===== src/rtl/mrrb_pkg.sv =====
// mrrb_pkg: shared types, request and status codes, and controller states
// for the multi-reader ring buffer unit. Used by every other file under rtl.
// No dependencies.
package mrrb_pkg;

  // default configuration
  localparam int DEPTH_DEF   = 64;
  localparam int READERS_DEF = 8;

  // request codes
  localparam logic [2:0] REQ_INSERT   = 3'd0;
  localparam logic [2:0] REQ_ADD      = 3'd1;
  localparam logic [2:0] REQ_DELETE   = 3'd2;
  localparam logic [2:0] REQ_EXIT     = 3'd3;
  localparam logic [2:0] REQ_SEEK     = 3'd4;
  localparam logic [2:0] REQ_GET_NEXT = 3'd5;
  localparam logic [2:0] REQ_RELEASE  = 3'd6;
  // spare code, answered ok with no effect
  localparam logic [2:0] REQ_NOP      = 3'd7;

  // status codes
  localparam logic [2:0] ST_OK        = 3'd0;
  localparam logic [2:0] ST_BLOCKED   = 3'd1;
  localparam logic [2:0] ST_EMPTY     = 3'd2;
  localparam logic [2:0] ST_STOPPED   = 3'd3;
  localparam logic [2:0] ST_NOT_FOUND = 3'd4;

  // request transaction
  typedef struct packed {
    logic [2:0]        req_type;
    logic [2:0]        rdr_num;
    logic [7:0]        reader_mask;
    logic [63:0]       entry_id;
    logic signed [7:0] cmd_code;
    logic [31:0]       data_handle;
    logic [31:0]       byte_len;
    logic [5:0]        entry_index;
  } req_t;

  // result transaction
  typedef struct packed {
    logic [2:0]        status;
    logic [7:0]        pending_mask;
    logic [5:0]        slot;
    logic [63:0]       out_id;
    logic signed [7:0] out_cmd;
    logic [31:0]       out_handle;
    logic [31:0]       out_size;
    logic              evicted_valid;
    logic [63:0]       evicted_id;
    logic [31:0]       evicted_handle;
  } rsp_t;

  // stored entry payload
  typedef struct packed {
    logic [63:0] id;
    logic [7:0]  cmd;
    logic [31:0] handle;
    logic [31:0] size;
  } ent_t;

  // controller to datapath commands
  typedef struct packed {
    logic clear;
    logic capture;
    logic issue;
    logic exec;
    logic scan;
    logic load;
  } cmd_t;

  // datapath to controller status
  typedef struct packed {
    logic clear_last;
    logic is_scan;
    logic scan_last;
    logic out_free;
  } sts_t;

  // controller states
  typedef enum logic [2:0] {
    S_CLEAR,
    S_IDLE,
    S_READ,
    S_EXEC,
    S_SCAN,
    S_WB
  } state_t;

endpackage


===== src/rtl/mrrb_ctrl.sv =====
// mrrb_ctrl: sequencing state machine of the ring buffer unit.
// Depends on mrrb_pkg; drives commands into mrrb_dp.
module mrrb_ctrl (
  input  logic            clk,
  input  logic            rst,
  input  logic            req_valid,
  output logic            req_stall,
  input  mrrb_pkg::sts_t  sts,
  output mrrb_pkg::cmd_t  cmd
);

  mrrb_pkg::state_t state, state_next;

  // state register
  always_ff @(posedge clk) begin
    if (rst) begin
      state <= mrrb_pkg::S_CLEAR;
    end else begin
      state <= state_next;
    end
  end

  // next state
  always_comb begin
    state_next = state;
    unique case (state)
      mrrb_pkg::S_CLEAR: if (sts.clear_last) state_next = mrrb_pkg::S_IDLE;
      mrrb_pkg::S_IDLE:  if (req_valid) state_next = mrrb_pkg::S_READ;
      mrrb_pkg::S_READ: begin
        state_next = sts.is_scan ? mrrb_pkg::S_SCAN : mrrb_pkg::S_EXEC;
      end
      mrrb_pkg::S_EXEC:  state_next = mrrb_pkg::S_WB;
      mrrb_pkg::S_SCAN:  if (sts.scan_last) state_next = mrrb_pkg::S_WB;
      mrrb_pkg::S_WB:    if (sts.out_free) state_next = mrrb_pkg::S_IDLE;
      default:           state_next = mrrb_pkg::S_CLEAR;
    endcase
  end

  // outputs
  always_comb begin
    cmd       = '0;
    req_stall = 1'b1;
    unique case (state)
      mrrb_pkg::S_CLEAR: cmd.clear = 1'b1;
      mrrb_pkg::S_IDLE: begin
        req_stall   = 1'b0;
        cmd.capture = req_valid;
      end
      mrrb_pkg::S_READ:  cmd.issue = 1'b1;
      mrrb_pkg::S_EXEC:  cmd.exec = 1'b1;
      mrrb_pkg::S_SCAN:  cmd.scan = 1'b1;
      mrrb_pkg::S_WB:    cmd.load = sts.out_free;
      default:           cmd = '0;
    endcase
  end

endmodule


===== config.mk =====
export PLATFORM = sky130hd
export DESIGN_NAME = mrrb_ctrl
export DESIGN_NICKNAME = d
export VERILOG_FILES = /design/src/rtl/mrrb_pkg.sv /design/src/rtl/mrrb_ctrl.sv
export SDC_FILE = /design/constraint.sdc
export NUM_CORES = 1
export LEC_CHECK = 0
export BUFFER_PORTS_ARGS = -buffer_cell sky130_fd_sc_hd__buf_2
export CORE_AREA = 2 2 39 41
export CTS_BUF_LIST = sky130_fd_sc_hd__clkbuf_4
export DETAILED_ROUTE_END_ITERATION = 10
export DIE_AREA = 0 0 41 43
export HOLD_SLACK_MARGIN = 0.12
export SLEW_MARGIN = 10
export SYNTH_ARGS = -nofsm -noshare
export SYNTH_HDL_FRONTEND = slang
export SYNTH_SLANG_ARGS = --single-unit

===== constraint.sdc =====
create_clock -name clk -period 1.19 [get_ports clk]
set_clock_uncertainty 0.1 [all_clocks]
set_input_delay 0.0595 -clock clk [delete_from_list [all_inputs] [get_ports clk]]
set_output_delay 0.0595 -clock clk [all_outputs]
set_load 0.02 [all_outputs]

# ---- Word level (Yosys, flattened, before mapping)
# Cells that the tools add are included.
dict set report totals {
  latchBits 0
  mem_bits_rw 0
  in_bits 7
  mem_count 0
  output_inout_bits 7
  reg_bits 3
  word_cells 25
  mem_bits_ro 0
}
dict set report op_classes {
  n_bitwise 0
  magnitude_cmp 0
  reduce_logical 2
  n_shift 0
  eq_ne 9
  div_mod_pow 0
  add_sub_neg 0
  muxes 13
  n_mul 0
}
# operator count
set ops {}
lappend ops {{3-bit case mux with 6 select lines} 1}
lappend ops {{3-bit 2-to-1 mux} 5}
lappend ops {{2-bit inequality test (second input constant)} 4}
lappend ops {{1-bit 2-to-1 mux} 7}
lappend ops {{3-bit by 2-bit equality test with 1-bit output (second input constant)} 2}
lappend ops {{3-bit equality test (second input constant)} 2}
lappend ops {{4-bit AND reduction} 1}
lappend ops {{3-bit by 1-bit equality test with 1-bit output (second input constant)} 1}
lappend ops {{3-bit logical NOT} 1}

# ---- Logic depth before layout (Yosys ltp)
dict set report logic_depth {
  ltp_word 3
  depth_mapped 4
  mapped_depth_nobuf 3
}

# ---- Worst setup path after synthesis
# OpenSTA, ideal clock, no wires.
dict set report synth_path {
  path_type {reg2out}
  start {reg state[0]}
  end {out cmd[4] (netlist bit)}
  required_time_ns 1.031
  setup_slack_ns 0.077
  arrival_ns 0.954
  path_buffers 1
  path_stages_with_launch 4
  path_cell_list {dfxtp_1 > buf_6 > nand2_2 > nor3_1}
}
# item line_no
set synth_lines {}
lappend synth_lines {{start: declaration} mrrb_ctrl.sv:12} ;# mrrb_pkg::state_t state, state_next;
lappend synth_lines {{start signal: assignment} mrrb_ctrl.sv:17} ;# state <= mrrb_pkg::S_CLEAR;
lappend synth_lines {{start signal: assignment} mrrb_ctrl.sv:19} ;# state <= state_next;
lappend synth_lines {{end: declaration} mrrb_ctrl.sv:9} ;# output mrrb_pkg::cmd_t cmd

==> metrics <==
initial antenna violation count 0; register area between 70 and 80 um^2; Achievable Freq approximately 0.86 GHz; Placed Instances 61; Synth area leaders dfxtp_1 27%, nor2_1 12%, nor3_1 6.9%, a2111oi_2 6.9%, nand2b_1 5.7%; share of cells above drive strength 1 between 60% and 70%; IO buf count 13; Crit Path Category reg2out; Final Max Tran Viols 0; met1 wire length around 210 um; Hold Violations, Final 0; power density over the cells just over 1000 nW/um^2; area leader, netlist dfxtp_1; first-pass GRT wire length between 900 and 1000 um; DRT Wirelength approximately 590 um; Data arrival, critical path between 1 and 1.5 ns; WL met2 343 um; area share of the largest cell type after synthesis a little over a quarter; Most flops, register state; CP Capture Type output port; vias in the first global route 263; Slew HR between 80% and 90%; Starting Density between 10% and 20%; DR WL met3 approximately 37 um; sequential area share after synthesis 27.43%; CORE AREA between 1000 and 1500 um^2; synthesis-to-layout area growth 116.0%; drt initial violations 1; Final Power between 400 and 500 uW; final std cells w/o fill slightly above 70; slew of the pin with the lowest slew margin around 0.23 ns; grt total ovfl 0; Detailed Place HPWL about 460 um; Startpoint Class flop; Pre-antenna DRT Iters 2; critical path peak fanout 5; number of cell rows 14; htree depth 1; Req. time, crit path between 1 and 1.5 ns; Top Registers state: 3 flops; fin crit share roughly 98%; final net count 63; DRC viols 0; WL per Instance between 8 and 9 um; number of top-level pins 14; Yosys warnings 0; CTS buffer count 3; ANT cells 0; die width just over 40 um; CTS clk-pin slew, worst paths 0.03 ns; mapped cell area around 220 um^2; via/cell ratio roughly 4.1; RePlAce Congestion about 0.65; Mapped Cells 31; via count a little under 300; clk buf depth 2; Syn Nets 38; GRT Resource Usage Total 8.425%; min Tclk post-route ~1.2 ns; MaxCap Viol Count 0; CTS tree done; Multi-input gate area between 150 and 200 um^2; die height ~43 um; antenna viol nets, final 0; Synth Area per Inst a little over 7 um^2; Max VDD drop ~0.35 mV; HP Class in2reg; max reg flops 3; CTS Root Cell clkbuf_4; RSZ-0062 raised after global routing yes; worst-skew pair later-pin latency about 0.23 ns; Netlist cell types 17; DIE AREA around 1800 um^2; top layer in use met3; # fillers around 160; status finished, final reports clean; Synth Register Bits 3; Finish-stage setup viols 0; clock sink count 3; leakage about 0.22 nW; largest net degree at the start of global routing 10
cell usage in the layout (no fill, tap or decap), drive strengths merged:
cell type,n
a2111oi,1
a21oi,1
buf,17
clkbuf,4
dfxtp,3
dlygate4sd3,5
dlymetal6s4s,1
inv,1
nand2,4
nand2b,2
nor2,8
nor3,3
o21a,1
o21ai,2
o21ba,1
o22a,1
worst max-delay path, cell delays in order, from the launching register on:
cell	delay, ns
dfxtp_4	0.35
nand2b_1	0.18
nor2_1	0.11
buf_4	0.14
cell families (layout without fill, tap and decap cells):
| logic type | after synthesis | after routing | share of synthesized area (%) |
|---|---|---|---|
| DFF | 3 | 3 | 27.43 |
| and+or+nand+nor | 17 | 17 | 35.43 |
| buffers and inverters | 4 | 28 | 11.43 |
| AOI/OAI and AO/OA | 7 | 7 | 25.71 |
area by class of cell:
| cell class | instances | area share [%] |
|---|---|---|
| timing repair buffer | 23 | 39.42 |
| multi-input combinational | 24 | 34.13 |
| sequential | 3 | 15.08 |
| clock buffer | 4 | 6.349 |
| tap | 16 | 4.233 |
| inverter | 1 | 0.7937 |
final timing paths:
path | slack [ns] | depth (start not counted) | end | startpoint
worst max-delay path | 0.02 | 3 | cmd[0] | state[1]
worst min-delay path | 0.20 | 4 | state[0] | req_valid
worst min register to register | 0.42 | 1 | state[1] | state[2]
worst max register to register | 0.05 | 4 | state[0] | state[0]
Yosys cell counts:
cell type and number:
o21a_1 1, nand2_1 3, dfxtp_1 3, o21ba_2 1
inv_1 1, o21ai_0 1, o22a_1 1, nand2_2 1
a21oi_1 1, nand2b_1 2, nor2_1 7, a2111oi_2 1
nor2_2 1, nor3_1 3, buf_2 2, o21ai_1 1
buf_6 1
where the power goes:
group	internal [mW]	switching, mW
Clock	0.148	0.0468
Sequential	0.109	0.0145
Combinational	0.0925	0.0719
repair_timing:
item,CTS,global route
endpoints found under the setup margin,8,8
hold buffers,6,0
gates resized for setup,11,11
pin swaps,1,2
setup buffers,2,0
hold endpoints to repair,3,0
layer usage:
metal	track usage (%)	vias up
li1	-	152
met1	7.051	131
met2	13.75	7
met3	4.712	0
met4	6.000	0
met5	0	-
through the flow:
stage	util, %	setup TNS (ns)	hold WS (ns)	instance area (um^2)	setup WS [ns]
after detailed placement	22.60	0	0.1692	312.8	0.002898
after floorplan	-	0	0.02836	219.0	0.07656
after CTS	32.10	0	0.3974	444.2	0.001379
after global placement	22.60	0	0.1612	312.8	0.05076
final	34.18	0	0.1959	473.0	0.02483
after global routing	34.18	-0.08227	0.2231	473.0	-0.02133
Note: power is estimated with default switching activity, not from simulation.
